**src/rtl/core/lrssm_pkg.sv**
```systemverilog
`default_nettype none

package lrssm_pkg;

  // weight table geometry
  localparam int WeightBits = 27;
  localparam int ValueBits  = 27;
  localparam int StoreBits  = (WeightBits < ValueBits) ? WeightBits : ValueBits;
  localparam int TableSize  = 100;
  localparam int IndexBits  = 7;
  localparam int StepBits   = 2;
  localparam int WordBits   = 32;

  // selection fields of the third and fourth words
  localparam int SelLowBits = 9;
  localparam int SelHighPos = 23;

  localparam logic [IndexBits-1:0] LastAddr = IndexBits'(TableSize - 1);
  localparam logic [StepBits-1:0]  LastStep = StepBits'(3);

  // configuration register indexes
  localparam int CfgIndexBits = 3;
  localparam logic [CfgIndexBits-1:0] RegMultiplier = 3'd0;
  localparam logic [CfgIndexBits-1:0] RegIncrement  = 3'd1;
  localparam logic [CfgIndexBits-1:0] RegShift      = 3'd2;
  localparam logic [CfgIndexBits-1:0] RegTarget     = 3'd3;

  // configuration reset values
  localparam logic [31:0] ResetMultiplier = 32'd1000000009;
  localparam logic [31:0] ResetIncrement  = 32'd1003;
  localparam logic [4:0]  ResetShift      = 5'd12;
  localparam logic [31:0] ResetTarget     = 32'd435939;

  // controller to datapath commands
  typedef struct packed {
    logic                 load_weight;
    logic                 start;
    logic                 mul;
    logic                 add;
    logic [StepBits-1:0]  step;
    logic                 read;
    logic [IndexBits-1:0] rd_addr;
    logic                 load_out;
  } cmd_t;

endpackage

`default_nettype wire

```
**src/rtl/core/lrssm_dp.sv**
```systemverilog
`default_nettype none

module lrssm_dp (
  input  wire logic                              clk,
  input  wire logic                              rst,
  input  wire lrssm_pkg::cmd_t                   cmd,
  input  wire logic [lrssm_pkg::IndexBits-1:0]   weight_index,
  input  wire logic [lrssm_pkg::ValueBits-1:0]   weight_value,
  input  wire logic                              cfg_write,
  input  wire logic [lrssm_pkg::CfgIndexBits-1:0] cfg_index,
  input  wire logic [31:0]                       cfg_data,
  output logic [31:0]                            word_zero,
  output logic [31:0]                            word_one,
  output logic [31:0]                            word_two,
  output logic [31:0]                            word_three,
  output logic [31:0]                            subset_sum,
  output logic                                   is_match,
  output logic [31:0]                            match_count
);

  logic [31:0] lcg_mul, lcg_inc, target;
  logic [4:0]  shift;
  logic [31:0] gen_state, prod, x_next;
  logic [31:0] words [4];
  logic [lrssm_pkg::TableSize-1:0] sel_vec;
  logic [lrssm_pkg::TableSize-1:0] vld;
  logic [lrssm_pkg::StoreBits-1:0] mem [lrssm_pkg::TableSize];
  logic [lrssm_pkg::StoreBits-1:0] rd_data;
  logic        rd_vld, sel_q, acc_en;
  logic [31:0] acc, hit_total;
  logic        hit;

  // configuration registers
  always_ff @(posedge clk) begin
    if (rst) begin
      lcg_mul <= lrssm_pkg::ResetMultiplier;
      lcg_inc <= lrssm_pkg::ResetIncrement;
      shift   <= lrssm_pkg::ResetShift;
      target  <= lrssm_pkg::ResetTarget;
    end else if (cfg_write) begin
      unique case (cfg_index)
        lrssm_pkg::RegMultiplier: lcg_mul <= cfg_data;
        lrssm_pkg::RegIncrement:  lcg_inc <= cfg_data;
        lrssm_pkg::RegShift:      shift   <= cfg_data[4:0];
        lrssm_pkg::RegTarget:     target  <= cfg_data;
        default: ;
      endcase
    end
  end

  // weight table, write side
  always_ff @(posedge clk) begin
    if (cmd.load_weight && weight_index < lrssm_pkg::IndexBits'(lrssm_pkg::TableSize)) begin
      mem[weight_index] <= weight_value[lrssm_pkg::StoreBits-1:0];
    end
  end

  // entry valid bits, cleared at reset
  always_ff @(posedge clk) begin
    if (rst) begin
      vld <= '0;
    end else if (cmd.load_weight
                 && weight_index < lrssm_pkg::IndexBits'(lrssm_pkg::TableSize)) begin
      vld[weight_index] <= 1'b1;
    end
  end

  // generator: multiply, then add increment
  assign x_next = prod + lcg_inc;

  always_ff @(posedge clk) begin
    if (rst) begin
      gen_state <= '0;
    end else if (cmd.add) begin
      gen_state <= x_next;
    end
  end

  always_ff @(posedge clk) begin
    if (cmd.mul) prod <= lcg_mul * gen_state;
    if (cmd.add) words[cmd.step] <= x_next;
  end

  // subset selection bits in table order
  assign sel_vec = {words[3][31:lrssm_pkg::SelHighPos], words[3][lrssm_pkg::SelLowBits-1:0],
                    words[2][31:lrssm_pkg::SelHighPos], words[2][lrssm_pkg::SelLowBits-1:0],
                    words[1], words[0]};

  // table sweep, read side
  always_ff @(posedge clk) begin
    rd_data <= mem[cmd.rd_addr];
    rd_vld  <= vld[cmd.rd_addr];
    sel_q   <= sel_vec[cmd.rd_addr];
  end

  always_ff @(posedge clk) begin
    if (rst) begin
      acc_en <= 1'b0;
    end else begin
      acc_en <= cmd.read;
    end
  end

  // accumulate selected weights
  always_ff @(posedge clk) begin
    if (cmd.start) begin
      acc <= '0;
    end else if (acc_en && sel_q && rd_vld) begin
      acc <= acc + 32'(rd_data);
    end
  end

  // shifted compare against target
  assign hit = ((acc >> shift) == target);

  always_ff @(posedge clk) begin
    if (rst) begin
      hit_total <= '0;
    end else if (cmd.load_out && hit) begin
      hit_total <= hit_total + 32'd1;
    end
  end

  assign match_count = hit_total;

  // output word
  always_ff @(posedge clk) begin
    if (cmd.load_out) begin
      word_zero  <= words[0];
      word_one   <= words[1];
      word_two   <= words[2];
      word_three <= words[3];
      subset_sum <= acc;
      is_match   <= hit;
    end
  end

endmodule

`default_nettype wire

```
**config.mk**
```make
export PLATFORM = sky130hd
export DESIGN_NAME = lrssm_dp
export DESIGN_NICKNAME = d
export VERILOG_FILES = /design/src/rtl/core/lrssm_pkg.sv /design/src/rtl/core/lrssm_dp.sv
export SDC_FILE = /design/constraint.sdc
export NUM_CORES = 2
export LEC_CHECK = 0
export BUFFER_PORTS_ARGS = -buffer_cell sky130_fd_sc_hd__buf_2
export CAP_MARGIN = 30
export CORE_MARGIN = 2
export CORE_UTILIZATION = 36
export CTS_CLUSTER_DIAMETER = 50
export DETAILED_ROUTE_END_ITERATION = 10
export GPL_TIMING_DRIVEN = 0
export HOLD_SLACK_MARGIN = 0.02
export MAX_ROUTING_LAYER = met4
export PLACE_DENSITY = 0.48
export SLEW_MARGIN = 20
export SYNTH_ARGS = -nofsm -noshare
export SYNTH_HDL_FRONTEND = slang
export SYNTH_SLANG_ARGS = --single-unit
```
**constraint.sdc**
```tcl
create_clock -name clk -period 17.7 [get_ports clk]
set_input_delay 2.655 -clock clk [delete_from_list [all_inputs] [get_ports clk]]
set_output_delay 2.655 -clock clk [all_outputs]
set_load 0.05 [all_outputs]
```
==> metrics.yaml <==
cts.repair.resized: 0
viasPerCell: 5.44
max_clock_freq_mhz: 111
cts_tree: "built"
grt_max_degree: 84
use_met2_pct: 38.8
cts_buffers: 403
clkSinkCount: 3348
use_met3_pct: 3.72
min_period_ns: 8.97
grt_most_used_layer: "met2"
cts-htree-levels: 5
finalWorstSetupSlack_ns: 8.73
start_kind: "register"
core_area_um2: 403000
cap_violations: 0
vdd_ir_drop_max_mv: 0.394
wl_mm: 484
post_cts_buffers: 0
status: "finished, final reports clean"
powerDensity_nw_per_um2: 141
grt.overflow.total: 0
hold_path_class: "register to register"
regMostFlops: "mem"
ys_warn_count: 0
gp_congestion: 0.925
avgSynthCellArea_um2: 18.2
synth-seq-area-share_pct: 66.6
clk_pin_slew_ns: 0.06
holdBufCountCts: 0
post-route-util_pct: 43.1
syn_to_final_growth_pct: 19.1
syn-instance-count: 8045
synth_top_area_share_pct: 62.1
place_ws_ns: 8.74
wl_per_cell_um: 32.7
gr-usage-all-layers_pct: 24.1
worst_pin_slew_ns: 1.08
yosysUniqueCellTypes: 86
drc: 0
ios: 280
path_class: "register to register"
largest_reg_flops: 2700
rsz0062_at_grt: "false"
drt_iter0_markers: 8107
netlist_area_um2: 146000
met1_usage_pct: 31.7
ctsRootBufferMaster: "clkbuf_16"
fin_skew_ns: 0.0595
die-area_um2: 411000
num_vias: 80367
synth_ff_type: "edfxtp_1"
post-route-period-util_pct: 50.7
grt_pass1_vias: 82211
hold_violations: 0
io_buffer_count: 273
grt_first_pass_wirelength_mm: 668
syn_nets: 8724
ys_ff_latch: 3348
max-slew-margin-rel_pct: 27.9
die_height_um: 641
p_leak_nw: 59.1
first_pass_iters: 8
placed_area_um2: 160000
required_ns: 18.38
synthArstFlopShare_pct: 0
clock_path_buffers: 4
path_max_fanout: 10
crit_path_end_kind: "register"
drive_gt1_share_pct: 26.0
fp-row-count: 233
ys_top_cells_by_area: "edfxtp_1 (62%), mux4_2 (15%), fa_1 (5.6%)"
crit_arrival_ns: 9.65
antenna_found_initial: 61
setup-tns-final_ns: 0
setup_viol: 0
synth_top_cell_by_area: "edfxtp_1"
report.final.slew_viol_count: 0
chipWidth_um: 641
reg_top3: "mem x2700, words x128, vld x100"
synth_edf_count: 3021
initial_core_util_pct: 36.2
hpwl_mm: 359
nets: 9662
ant_nets: 0
stdcell_area_um2: 174000
clock_latency_ns: 0.97
power by group:
| group | internal (W) | switching (W) |
|---|---|---|
| logic | 0.00278 | 0.00446 |
| registers | 0.00904 | 0.000137 |
| clock network | 0.00480 | 0.00338 |
| total | 0.0166 | 0.00798 |
per-layer routing:
metal,vias up,routed length (um)
met5,-,0
met4,0,15600
met3,705,30000
met2,2851,235000
met1,43600,203000
li1,33211,-
path summary, 6_finish.rpt:
path                    end  depth (start not counted)  slack [ns]         start
max                prod[30]                         25        8.73    lcg_mul[6]
min          word_three[10]                          0        0.42  words[3][10]
max reg2reg        prod[30]                         25        8.73    lcg_mul[6]
min reg2reg  word_three[10]                          0        0.42  words[3][10]
logic make-up (layout without fill, tap and decap cells):
logic type	count (synthesis)	after routing	share of synthesized area (%)
compound gates	545	545	2.49
xor+xnor	149	149	0.893
fa+ha+maj	592	592	7.17
buf+inv	870	2152	2.28
flops	3348	3348	66.6
mux	1106	1106	15.9
other cells	0	49	0
simple gates	1435	1435	4.75
cell usage after synthesis (all sizes together) (27+ instances only):
cell type / instances
mux2i: 88
xnor2: 109
edfxtp: 3021
xor2: 40
dfxtp: 327
a21oi: 151
and2: 317
nor2: 239
o21ai: 70
nand2: 592
nand3: 82
a21o: 30
inv: 432
buf: 110
fa: 410
o21a: 122
clkbuf: 325
mux2: 56
mux4: 962
o211ai: 27
ha: 182
final cells by class:
cell class | count | area (um2)
fill | 35697 | 229000
sequential | 3348 | 97300
multi-input combinational | 3827 | 46500
clock buffer | 509 | 10700
tap | 5405 | 6760
timing repair buffer | 533 | 6720
clock inverter | 240 | 2470
buffer | 435 | 1820
inverter | 435 | 1630
antenna | 49 | 123
stage by stage:
| stage | cells | power (W) | hold WS, ns |
|---|---|---|---|
| after floorplan | 8045 | 0.0135 | 0.400 |
| after global placement | 13723 | 0.0164 | 0.406 |
| after detailed placement | 13959 | 0.0165 | 0.405 |
| after CTS | 14708 | 0.0248 | 0.419 |
| after global routing | 14754 | 0.0255 | 0.430 |
| final | 14781 | 0.0246 | 0.419 |
cell usage in the layout (no fill, tap or decap), drive strengths merged, types with 182 or more instances in the layout:
cell / n
edfxtp: 3021
mux4: 962
clkbuf: 836
buf: 641
nand2: 592
inv: 470
fa: 410
dfxtp: 327
and2: 317
nor2: 239
ha: 182
critical path: stages, from the launching register on:
cell and delay, ns:
dfxtp_1 0.31, clkbuf_1 0.65, clkbuf_1 0.74, and2_1 0.26
fa_1 0.44, inv_1 0.08, fa_1 0.43, fa_1 0.49
fa_1 0.54, inv_1 0.04, ha_1 0.27, ha_1 0.30
fa_1 0.50, fa_1 0.42, ha_1 0.27, clkbuf_1 0.19
a21o_1 0.21, a21o_1 0.19, nor3b_1 0.18, o21ai_0 0.19
a311oi_1 0.60, o31ai_1 0.21, o41ai_1 0.60, o31ai_1 0.25
a21oi_1 0.22, xnor2_1 0.10
(Power assumes the default switching activity.)
