--- src/rtl/core/lrssm_pkg.sv ---
`default_nettype none

package lrssm_pkg;

  // weight table geometry
  localparam int WeightBits = 27;
  localparam int ValueBits  = 27;
  localparam int StoreBits  = (WeightBits < ValueBits) ? WeightBits : ValueBits;
  localparam int TableSize  = 100;
  localparam int IndexBits  = 7;
  localparam int StepBits   = 2;
  localparam int WordBits   = 32;

  // selection fields of the third and fourth words
  localparam int SelLowBits = 9;
  localparam int SelHighPos = 23;

  localparam logic [IndexBits-1:0] LastAddr = IndexBits'(TableSize - 1);
  localparam logic [StepBits-1:0]  LastStep = StepBits'(3);

  // configuration register indexes
  localparam int CfgIndexBits = 3;
  localparam logic [CfgIndexBits-1:0] RegMultiplier = 3'd0;
  localparam logic [CfgIndexBits-1:0] RegIncrement  = 3'd1;
  localparam logic [CfgIndexBits-1:0] RegShift      = 3'd2;
  localparam logic [CfgIndexBits-1:0] RegTarget     = 3'd3;

  // configuration reset values
  localparam logic [31:0] ResetMultiplier = 32'd1000000009;
  localparam logic [31:0] ResetIncrement  = 32'd1003;
  localparam logic [4:0]  ResetShift      = 5'd12;
  localparam logic [31:0] ResetTarget     = 32'd435939;

  // controller to datapath commands
  typedef struct packed {
    logic                 load_weight;
    logic                 start;
    logic                 mul;
    logic                 add;
    logic [StepBits-1:0]  step;
    logic                 read;
    logic [IndexBits-1:0] rd_addr;
    logic                 load_out;
  } cmd_t;

endpackage

`default_nettype wire

--- src/rtl/core/lrssm_ctrl.sv ---
`default_nettype none

module lrssm_ctrl (
  input  wire logic           clk,
  input  wire logic           rst,
  input  wire logic           in_valid,
  output logic                in_ready,
  input  wire logic           kind,
  output logic                out_valid,
  input  wire logic           out_ready,
  output lrssm_pkg::cmd_t     cmd
);

  typedef enum logic [5:0] {
    IDLE = 6'b000001,
    MUL  = 6'b000010,
    ADD  = 6'b000100,
    SUM  = 6'b001000,
    LAST = 6'b010000,
    CMP  = 6'b100000
  } state_t;

  state_t state, state_next;
  logic [lrssm_pkg::StepBits-1:0]  step;
  logic [lrssm_pkg::IndexBits-1:0] rd_addr;

  // next state and commands
  always_comb begin
    state_next  = state;
    cmd         = '0;
    cmd.step    = step;
    cmd.rd_addr = rd_addr;
    in_ready    = (state == IDLE);
    unique case (state)
      IDLE: begin
        if (in_valid) begin
          if (kind) begin
            cmd.start  = 1'b1;
            state_next = MUL;
          end else begin
            cmd.load_weight = 1'b1;
          end
        end
      end
      MUL: begin
        cmd.mul    = 1'b1;
        state_next = ADD;
      end
      ADD: begin
        cmd.add    = 1'b1;
        state_next = (step == lrssm_pkg::LastStep) ? SUM : MUL;
      end
      SUM: begin
        cmd.read = 1'b1;
        if (rd_addr == lrssm_pkg::LastAddr) state_next = LAST;
      end
      LAST: begin
        state_next = CMP;
      end
      CMP: begin
        if (!out_valid || out_ready) begin
          cmd.load_out = 1'b1;
          state_next   = IDLE;
        end
      end
      default: begin
        state_next = IDLE;
      end
    endcase
  end

  // state, step and read counters
  always_ff @(posedge clk) begin
    if (rst) begin
      state   <= IDLE;
      step    <= '0;
      rd_addr <= '0;
    end else begin
      state <= state_next;
      if (cmd.add) step <= step + 1'b1;
      if (cmd.read) begin
        rd_addr <= (rd_addr == lrssm_pkg::LastAddr) ? '0 : rd_addr + 1'b1;
      end
    end
  end

  // result word waiting at the output
  always_ff @(posedge clk) begin
    if (rst) begin
      out_valid <= 1'b0;
    end else if (cmd.load_out) begin
      out_valid <= 1'b1;
    end else if (out_ready) begin
      out_valid <= 1'b0;
    end
  end

  a_cmp_waits: assert property (@(posedge clk) disable iff (rst)
    (state == CMP && out_valid && !out_ready) |=> (state == CMP))
    else $error("compare state left while output still full");

  a_valid_from_cmp: assert property (@(posedge clk) disable iff (rst)
    $rose(out_valid) |-> $past(state == CMP))
    else $error("output valid rose outside compare state");

  a_sum_starts_at_zero: assert property (@(posedge clk) disable iff (rst)
    (state == ADD && step == lrssm_pkg::LastStep) |=> (state == SUM && rd_addr == '0))
    else $error("table sweep did not start at entry zero");

  a_addr_in_table: assert property (@(posedge clk) disable iff (rst)
    (state == SUM) |-> (rd_addr <= lrssm_pkg::LastAddr))
    else $error("read address beyond table");

endmodule

`default_nettype wire

--- config.mk ---
export PLATFORM = sky130hd
export DESIGN_NAME = lrssm_ctrl
export DESIGN_NICKNAME = d
export VERILOG_FILES = /design/src/rtl/core/lrssm_pkg.sv /design/src/rtl/core/lrssm_ctrl.sv
export SDC_FILE = /design/constraint.sdc
export NUM_CORES = 1
export LEC_CHECK = 0
export ABC_CLOCK_PERIOD_IN_PS = 5500
export BUFFER_PORTS_ARGS = -buffer_cell sky130_fd_sc_hd__buf_4
export CAP_MARGIN = 20
export CORE_MARGIN = 2
export CORE_UTILIZATION = 53
export DETAILED_ROUTE_END_ITERATION = 8
export PLACE_DENSITY = 0.91
export SETUP_SLACK_MARGIN = 0.2
export SYNTH_ARGS = -nofsm -noshare
export SYNTH_HDL_FRONTEND = slang
export SYNTH_SLANG_ARGS = --single-unit
--- constraint.sdc ---
create_clock -name clk -period 5.5 [get_ports clk]
set_input_delay 1.65 -clock clk [delete_from_list [all_inputs] [get_ports clk]]
set_output_delay 1.65 -clock clk [all_outputs]
set_load 0.005 [all_outputs]
==> impl_metrics.json, run 1 <==
{
  "postCtsSetupRepairBufs": 0,
  "setup_tns_ns": 0,
  "ys_ff_latch": 16,
  "syn_inst": 92,
  "clkSlewWorstSetupHoldPaths_ns": 0.10,
  "cts-root-buf": "clkbuf_4",
  "final_antenna_net_count": 0,
  "gp_congestion": 0.782,
  "max_freq_mhz": 261,
  "grt_max_degree": 16,
  "rsz0062_at_grt": "false",
  "clk_latency_ns": 0.29,
  "grt_pass1_vias": 643,
  "synth.distinct_cells": 31,
  "hpwl_mm": 1.24,
  "vias": 770,
  "max_stage_delay_ns": 0.16,
  "setup_viol": 0,
  "hold_viol": 0,
  "std_cell_rows": 14,
  "relSlewSlack": 0.539,
  "die_h_um": 42.8,
  "vdd_ir_drop_max_mv": 0.195,
  "die-area_um2": 1830,
  "cts.sinks": 16,
  "nets": 123,
  "clockBufferDepth": 2,
  "maxSlewViolCount": 0,
  "synth_top_area_cell": "dfxtp_1",
  "yosys-top-cells-area": "dfxtp_1, nor2_1, nor2b_1",
  "syn-num-nets": 99,
  "antenna_cells": 0,
  "drive_gt1_frac": 0.243,
  "track_usage": 0.222,
  "htreeDepth": 1,
  "cts-resized-gates": 0,
  "totalWireLength_mm": 1.86,
  "worst_path_max_delay_cell": "nand2b_1",
  "avgSynthCellArea_um2": 8.68,
  "seq_area_um2": 320,
  "p_per_area_nw_per_um2": 255,
  "ys_seq_area_frac": 0.401,
  "post-route-period-util": 0.698,
  "gr-total-overflow": 0,
  "fin_util": 0.691,
  "wl_per_cell_um": 14.2,
  "synth.top_cell.area_share": 0.401,
  "grt_pass1_wl_mm": 3.06,
  "antenna_found_initial": 0,
  "dr.pass1.iters": 4,
  "area_delta_synth_final_pct": 25.9,
  "numCtsBuffers": 3,
  "vias_per_cell": 5.88,
  "status": "finished clean",
  "io_pins": 22,
  "arrival_ns": 2.19,
  "multi_input_area_um2": 463,
  "end_kind": "output pin",
  "core_area_um2": 1450,
  "worst_pin_slew_ns": 0.686,
  "fillers": 119,
  "cpLargestDelayFamily": "simple AND/OR/NAND/NOR gates",
  "drtIter0Drc": 29,
  "die_x_um": 42.8,
  "cpMostUsedCell": "buf_4",
  "hp-class": "reg2reg",
  "path_buf_inv": 2,
  "crit_type": "in2out",
  "cp-start-kind": "input port",
  "min_period_ns": 3.84,
  "maxCapViolCount": 0,
  "required_ns": 3.85,
  "path_max_fanout": 3,
  "start_util": 0.549,
  "p_leak_nw": 0.430,
  "ctsHoldBuffers": 0,
  "syn_area_um2": 798,
  "synth_warnings": 0,
  "drc_errors": 0,
  "finClkSkew_ns": 0.00314,
  "worstPathCellList": "buf_4 -> nand2b_1 -> nor2b_1 -> buf_4",
  "port_buffers": 21,
  "cts_tree": "done"
}
worst paths after layout:
| kind | slack (ns) | start | cells after the start | to |
|---|---|---|---|---|
| worst max-delay path | 1.66 | out_ready | 4 | cmd[0] |
| worst min-delay path | 0.51 | rd_addr[1] | 2 | rd_addr[1] |
| worst min register to register | 0.51 | rd_addr[1] | 2 | rd_addr[1] |
| worst max register to register | 3.61 | state[1] | 4 | state[0] |
final cells by class:
| class | instances | share of cell area |
|---|---|---|
| tap | 16 | 0.0199 |
| timing repair buffer | 21 | 0.157 |
| clock buffer | 4 | 0.0361 |
| inverter | 2 | 0.00747 |
| sequential | 16 | 0.319 |
| multi-input combinational | 72 | 0.461 |
worst min-delay path: cells and delay by family, from the launching register on:
family,cells,cell delay [ns]
DFF,1,0.35
and+or+nand+nor,1,0.07
AOI/OAI and AO/OA,1,0.05
per-stage QoR:
stage	power (W)	instance area, um2	hold WS (ns)	instances	worst slack (ns)
4_1_cts	0.000256	1000	0.508	131	1.66
5_1_grt	0.000270	1000	0.541	131	1.61
3_3_place_gp	0.000175	968	0.480	127	1.69
2_1_floorplan	0.000158	798	0.481	92	1.92
6_report	0.000256	1000	0.509	131	1.66
3_5_place_dp	0.000178	968	0.495	127	1.66
where the power goes:
| group | internal [W] | switching (W) |
|---|---|---|
| clock | 0.0000404 | 0.0000406 |
| combinational | 0.0000250 | 0.0000234 |
| sequential | 0.000120 | 0.00000695 |
cell usage after synthesis:
cell type	instances
a21oi_1	5
dfxtp_1	16
and2_1	1
and2_0	1
o32a_1	1
xnor2_1	2
or3b_1	2
nand4_1	3
nand2_1	7
and4b_1	1
a22oi_1	1
a2bb2oi_1	1
and3_1	3
nor4b_1	1
a21o_1	1
a211oi_2	1
or4_1	1
inv_1	2
nand2b_1	2
nor4_2	1
and4_1	2
nand3_1	4
nor2b_1	6
o311ai_0	1
ha_1	2
nor2_1	10
clkbuf_1	2
nor3b_2	1
o21ai_0	2
xor2_1	4
nor3_1	5
per-layer routing:
metal  wire length (um)  track usage  vias up
met3                 95       0.0553        2
met2                905        0.303       23
li1                   -            -      377
met4                 15       0.0875        0
met1                842        0.329      368
met5                  0            0        -
layout by cell type, fill, tap and decap left out, drive strengths merged, types with 2 or more instances in the layout:
cell    count
xnor2       2
nand2       7
nor2       10
xor2        4
and3        3
nand3       4
and4        2
o21ai       2
a21oi       5
inv         2
buf        21
or3b        2
ha          2
nand2b      2
nor3        5
dfxtp      16
nand4       3
and2        2
nor2b       6
clkbuf      4
kinds of logic after synthesis:
group | share of synthesized area
buffers and inverters | 0.0188
XOR/XNOR | 0.0658
AO/OA/AOI/OAI | 0.113
flip-flops | 0.401
adder cells (fa/ha/maj) | 0.0313
AND/OR/NAND/NOR | 0.370
state kept, by name, summed over array words and instances, names as in the netlist:
| name | flops |
|---|---|
| out_valid | 1 |
| rd_addr | 7 |
| state | 6 |
| step | 2 |
Note: power is estimated with default switching activity, not from simulation.
==> run 2, diff against run 1 <==
ABC_CLOCK_PERIOD_IN_PS = 3400   (was 5500)
CORE_UTILIZATION = 44   (was 53)
PLACE_DENSITY = 0.82   (was 0.91)
clock period = 3.4 ns   (was 5.5 ns; I/O delays follow)
==> run 2 against run 1 <==
Wire length is 9.3% lower. Clock skew shrank 0.00055 ns. Worst setup slack worse by 1.1 ns.
==> impl_metrics.json, run 2 (same netlist as run 1, synthesis figures left out) <==
{
  "status": "finished clean",
  "die_h_um": 46.6,
  "vias": 730,
  "layout_commonest_cell": "buf_4",
  "fin_util": 0.591,
  "gp_congestion": 0.753,
  "end_kind": "output pin",
  "htreeDepth": 1,
  "cts_tree": "done",
  "cts-root-buf": "clkbuf_4",
  "path_max_fanout": 7,
  "relSlewSlack": 0.689,
  "finalNonFillerCells": 140,
  "final_cell_mix": "buf_4, dfxtp_1, nor2_1",
  "hp-class": "reg2reg",
  "reg_top3": "rd_addr x7, state x6, step x2",
  "totalWireLength_mm": 1.69,
  "die_x_um": 46.6,
  "hpwl_mm": 1.29,
  "place_inst": 137,
  "max_freq_mhz": 346,
  "p_per_area_nw_per_um2": 380,
  "maxSlewViolCount": 0,
  "regMostFlops": "rd_addr",
  "core_area_um2": 1710,
  "setup_viol": 0,
  "r2r_start": "state[1]",
  "crit_type": "reg2out",
  "wl_per_cell_um": 12.1,
  "cp-start-kind": "register",
  "clk_latency_ns": 0.28,
  "dr.pass1.iters": 4,
  "grt_pass1_wl_mm": 2.65,
  "start_util": 0.467,
  "track_usage": 0.177,
  "die-area_um2": 2170,
  "largest_reg_flops": 7,
  "maxCapViolCount": 0,
  "final_antenna_net_count": 0,
  "setup_tns_ns": 0,
  "cp-endpoint": "cmd[0]",
  "worst_pin_slew_ns": 0.466,
  "worstHoldPathCells": 2,
  "p_clk_frac": 0.254,
  "arrival_ns": 1.87,
  "power_frac_seq": 0.534,
  "antenna_cells": 0,
  "drc_errors": 0,
  "clockBufferDepth": 2,
  "swShare": 0.272,
  "std_cell_rows": 15,
  "switchingPower_w": 0.000104,
  "antenna_found_initial": 0,
  "r2r_end": "state[0]",
  "cts-resized-gates": 0,
  "ctsHoldBuffers": 0,
  "post-route-period-util": 0.849,
  "power.internal_w": 0.000279,
  "grt_max_degree": 16,
  "finClkSkew_ns": 0.00259,
  "rr_worst_depth": 4,
  "clkSlewWorstSetupHoldPaths_ns": 0.09,
  "port_buffers": 21,
  "rsz0062_at_grt": "false",
  "cts.sinks": 16,
  "crit_start": "state[1]",
  "numCtsBuffers": 3,
  "r2r_slack_ns": 1.56,
  "vdd_ir_drop_max_mv": 0.274,
  "io_pins": 22,
  "required_ns": 2.38,
  "postCtsSetupRepairBufs": 0,
  "comb_power_share": 0.213,
  "gr-total-overflow": 0,
  "hold_viol": 0,
  "grt_pass1_vias": 630,
  "nets": 124,
  "min_period_ns": 2.89,
  "area_delta_synth_final_pct": 26.5,
  "total_power_w": 0.000383,
  "drtIter0Drc": 7,
  "p_leak_nw": 0.429,
  "place_ws_ns": 0.818,
  "setup_slack_ns": 0.513,
  "drive_gt1_frac": 0.243,
  "vias_per_cell": 5.21
}
run 2: changes by cell type in the layout (fill, tap and decap cells not counted):
cell / before / now
clkbuf_8: 1 / 0
buf_4: 21 / 22
run 2: through the flow:
step	hold slack, ns	instance area (um2)
after floorplan	0.481	798
after global placement	0.483	987
after detailed placement	0.499	987
after CTS	0.513	1010
after global routing	0.532	1010
final	0.509	1010
run 2: worst max-delay path, cell delays in order, from the launching register on:
cell	delay, ns
dfxtp_1	0.37
or4_1	0.57
or3b_1	0.42
nor2b_1	0.13
buf_4	0.11
run 2: power by group through the flow:
| stage | Sequential [W] | Clock, W | Combinational (W) |
|---|---|---|---|
| after floorplan | 0.000207 | 0 | 0.0000494 |
| after global placement | 0.000208 | 0 | 0.0000796 |
| after detailed placement | 0.000209 | 0 | 0.0000818 |
| after CTS | 0.000205 | 0.000102 | 0.0000824 |
| after global routing | 0.000206 | 0.000108 | 0.0000925 |
| final | 0.000205 | 0.0000972 | 0.0000815 |
run 2: how the worst min path moves through the flow:
stage                          start          to  slack [ns]
after global routing      rd_addr[1]  rd_addr[1]        0.53
after CTS                    step[1]     step[1]        0.51
after global placement       step[1]     step[1]        0.48
after floorplan           rd_addr[1]  rd_addr[1]        0.48
after detailed placement     step[1]     step[1]        0.50
final                     rd_addr[1]  rd_addr[1]        0.51
run 2: layer usage:
| layer | global-route usage | part of all wire | wire length, um |
|---|---|---|---|
| met1 | 0.226 | 0.46 | 769 |
| met2 | 0.275 | 0.50 | 849 |
| met3 | 0.0471 | 0.027 | 45 |
| met4 | 0.0857 | 0.013 | 22 |
| met5 | 0 | 0 | 0 |
run 2: layout make-up:
cell class,count,area (um2)
clock buffers,3,22.5
fillers,157,698
inverters,2,7.51
multi-input cells,72,463
flip-flops and latches,16,320
well taps,25,31.3
repair buffers,22,165
==> run 3, diff against run 2 <==
ABC_AREA = 1   (was default)
ABC_CLOCK_PERIOD_IN_PS = 2400   (was 3400)
CORE_UTILIZATION = 45   (was 44)
clock period = 2.4 ns   (was 3.4 ns; I/O delays follow)
==> run 3 against run 2 <==
Clock power increased by 82%. Global-route usage increased by 1.7 points. Sequential power increased by 41%. Wire length increased by 13%. Final cell count increased by 22%. Power increased by 58%. Synthesized cell count increased by 33%. First-iteration DRC count unchanged. Core utilization increased by 2.9 points. Worst setup slack got worse by 0.18 ns. Hold slack improved by 0.021 ns. Flip-flop and latch count unchanged.
==> impl_metrics.json, run 3 <==
{
  "status": "finished clean",
  "numCtsBuffers": 3,
  "swShare": 0.296,
  "fin_hold_ws_ns": 0.529,
  "grt_pass1_vias": 756,
  "synth_edf_count": 0,
  "final_cell_mix": "nor2_1, nand2_1, buf_4",
  "cts_tree": "done",
  "clockBufferDepth": 2,
  "vdd_ir_drop_max_mv": 0.448,
  "totalWireLength_mm": 1.90,
  "maxSlewViolCount": 0,
  "hold_path.startpoint": "step[1]",
  "p_per_area_nw_per_um2": 554,
  "power_frac_seq": 0.476,
  "synth.distinct_cells": 21,
  "die_x_um": 47.6,
  "wl_per_cell_um": 11.1,
  "port_buffers": 21,
  "ys_top_cells_by_count": "nor2_1, nand2_1, dfxtp_1",
  "worst_pin_slew_ns": 0.256,
  "hpwl_mm": 1.43,
  "vias": 840,
  "r2r_start": "rd_addr[0]",
  "async_flop_share": 0,
  "htreeDepth": 1,
  "p_clk_frac": 0.292,
  "dr.pass1.iters": 4,
  "avgSynthCellArea_um2": 7.03,
  "max_stage_delay_ns": 0.36,
  "antenna_found_initial": 0,
  "vias_per_cell": 4.91,
  "max_freq_mhz": 484,
  "rsz0062_at_grt": "false",
  "postCtsSetupRepairBufs": 0,
  "cp-endpoint": "cmd[13]",
  "worstPathCellList": "nor2_4 -> nand3_2 -> nor3b_2 -> buf_4",
  "crit_start": "state[5]",
  "syn_inst": 122,
  "p_leak_nw": 0.525,
  "largest_reg_flops": 7,
  "required_ns": 1.68,
  "syn-num-nets": 129,
  "fin_util": 0.620,
  "end_kind": "output pin",
  "cts-root-buf": "clkbuf_4",
  "reg_top3": "rd_addr x7, state x6, step x2",
  "hp-class": "reg2reg",
  "die_h_um": 47.6,
  "clk_latency_ns": 0.29,
  "crit_type": "reg2out",
  "antenna_cells": 0,
  "maxCapViolCount": 0,
  "gr-total-overflow": 0,
  "ys_seq_area_frac": 0.374,
  "drive_gt1_frac": 0.274,
  "core_area_um2": 1760,
  "io_pins": 22,
  "worst_path_max_delay_cell": "dfxtp_1",
  "comb_power_share": 0.232,
  "ys_ff_latch": 16,
  "rr_worst_depth": 6,
  "synth_top_area_cell": "dfxtp_1",
  "fillers": 179,
  "switchingPower_w": 0.000180,
  "post-route-period-util": 0.861,
  "drc_errors": 0,
  "arrival_ns": 1.35,
  "total_power_w": 0.000606,
  "nets": 154,
  "cts.sinks": 16,
  "synth_warnings": 0,
  "cp-start-kind": "register",
  "grt_pass1_wl_mm": 3.13,
  "synth.top_cell.area_share": 0.374,
  "setup_viol": 0,
  "synth_ff_type": "dfxtp_1",
  "finClkSkew_ns": 0.00743,
  "r2r_end": "rd_addr[6]",
  "syn_area_um2": 857,
  "setup_tns_ns": 0,
  "layout_commonest_cell": "nor2_1",
  "grt_max_degree": 13,
  "r2r_slack_ns": 1.07,
  "clkSlewWorstSetupHoldPaths_ns": 0.10,
  "start_util": 0.486,
  "track_usage": 0.195,
  "hold_viol": 0,
  "relSlewSlack": 0.829,
  "regMostFlops": "rd_addr",
  "area_delta_synth_final_pct": 27.6,
  "die-area_um2": 2270,
  "min_period_ns": 2.07,
  "final_antenna_net_count": 0,
  "std_cell_rows": 15,
  "power.internal_w": 0.000427,
  "path_max_fanout": 6,
  "yosysMostFrequentCell": "nor2_1",
  "gp_congestion": 0.891,
  "yosys-top-cells-area": "dfxtp_1, nor2_1, nand2_1",
  "drtIter0Drc": 7
}
## run 3: changes by cell type in the layout (fill, tap and decap cells not counted), sizes merged, moves of 5 or more
cell / previous run / this run
nor2: 10 / 31
nand2: 7 / 24
inv: 2 / 16
nor2b: 6 / 0
nand3: 4 / 9
## run 3: layout make-up
class                      count  area, um2  area share
tap                           25       31.3      0.0286
sequential                    16        320       0.293
multi-input combinational     89        488       0.446
clock buffer                   4       36.3      0.0332
timing repair buffer          21        158       0.144
inverter                      16       60.1      0.0549
## run 3: metal layers
| metal | global-route usage | wire length (um) | vias to the layer above | share of wire |
|---|---|---|---|---|
| li1 | - | - | 439 | - |
| met2 | 0.319 | 968 | 16 | 0.51 |
| met5 | 0 | 0 | - | 0 |
| met1 | 0.241 | 852 | 385 | 0.45 |
| met3 | 0.0604 | 79 | 0 | 0.042 |
| met4 | 0.0703 | 0 | 0 | 0 |
## run 3: worst min path at each step
stage / end / depth (start not counted)
6_report: step[1] / 2
5_1_grt: rd_addr[3] / 2
4_1_cts: step[1] / 2
3_5_place_dp: step[1] / 2
3_3_place_gp: step[1] / 2
2_1_floorplan: step[1] / 2
## run 3: cells by family (layout without fill, tap and decap cells)
kind of cell	count (synthesis)	after routing	synth area share
AND/OR/NAND/NOR	72	72	0.419
buffers and inverters	17	41	0.0745
flip-flops	16	16	0.374
AO/OA/AOI/OAI	12	12	0.0730
XOR/XNOR	3	3	0.0307
adder cells (fa/ha/maj)	2	2	0.0292
## run 3: critical path, delay by kind of cell, from the launching register on
family	cells	cell delay, ns
buf+inv	1	0.13
flops	1	0.36
simple gates	3	0.56
## run 3: power by group through the flow
| stage | Sequential, W | Combinational [W] | Clock [W] |
|---|---|---|---|
| after floorplan | 0.000292 | 0.0000922 | 0 |
| after global placement | 0.000293 | 0.000129 | 0 |
| after detailed placement | 0.000293 | 0.000133 | 0 |
| after CTS | 0.000287 | 0.000134 | 0.000184 |
| after global routing | 0.000290 | 0.000160 | 0.000197 |
| final | 0.000289 | 0.000140 | 0.000177 |
## run 3: timing repair
item / CTS / global route
hold buffers: 0 / 0
endpoints found under the setup margin: 0 / 2
endpoints found under the hold margin: 0 / 0
gates resized for setup: 0 / 4
## run 3: through the flow
stage | worst slack [ns] | area [um2] | cells
4_1_cts | 0.216 | 1080 | 171
3_5_place_dp | 0.466 | 1040 | 167
6_report | 0.334 | 1090 | 171
2_1_floorplan | 0.709 | 857 | 122
3_3_place_gp | 0.494 | 1040 | 167
5_1_grt | 0.209 | 1090 | 171
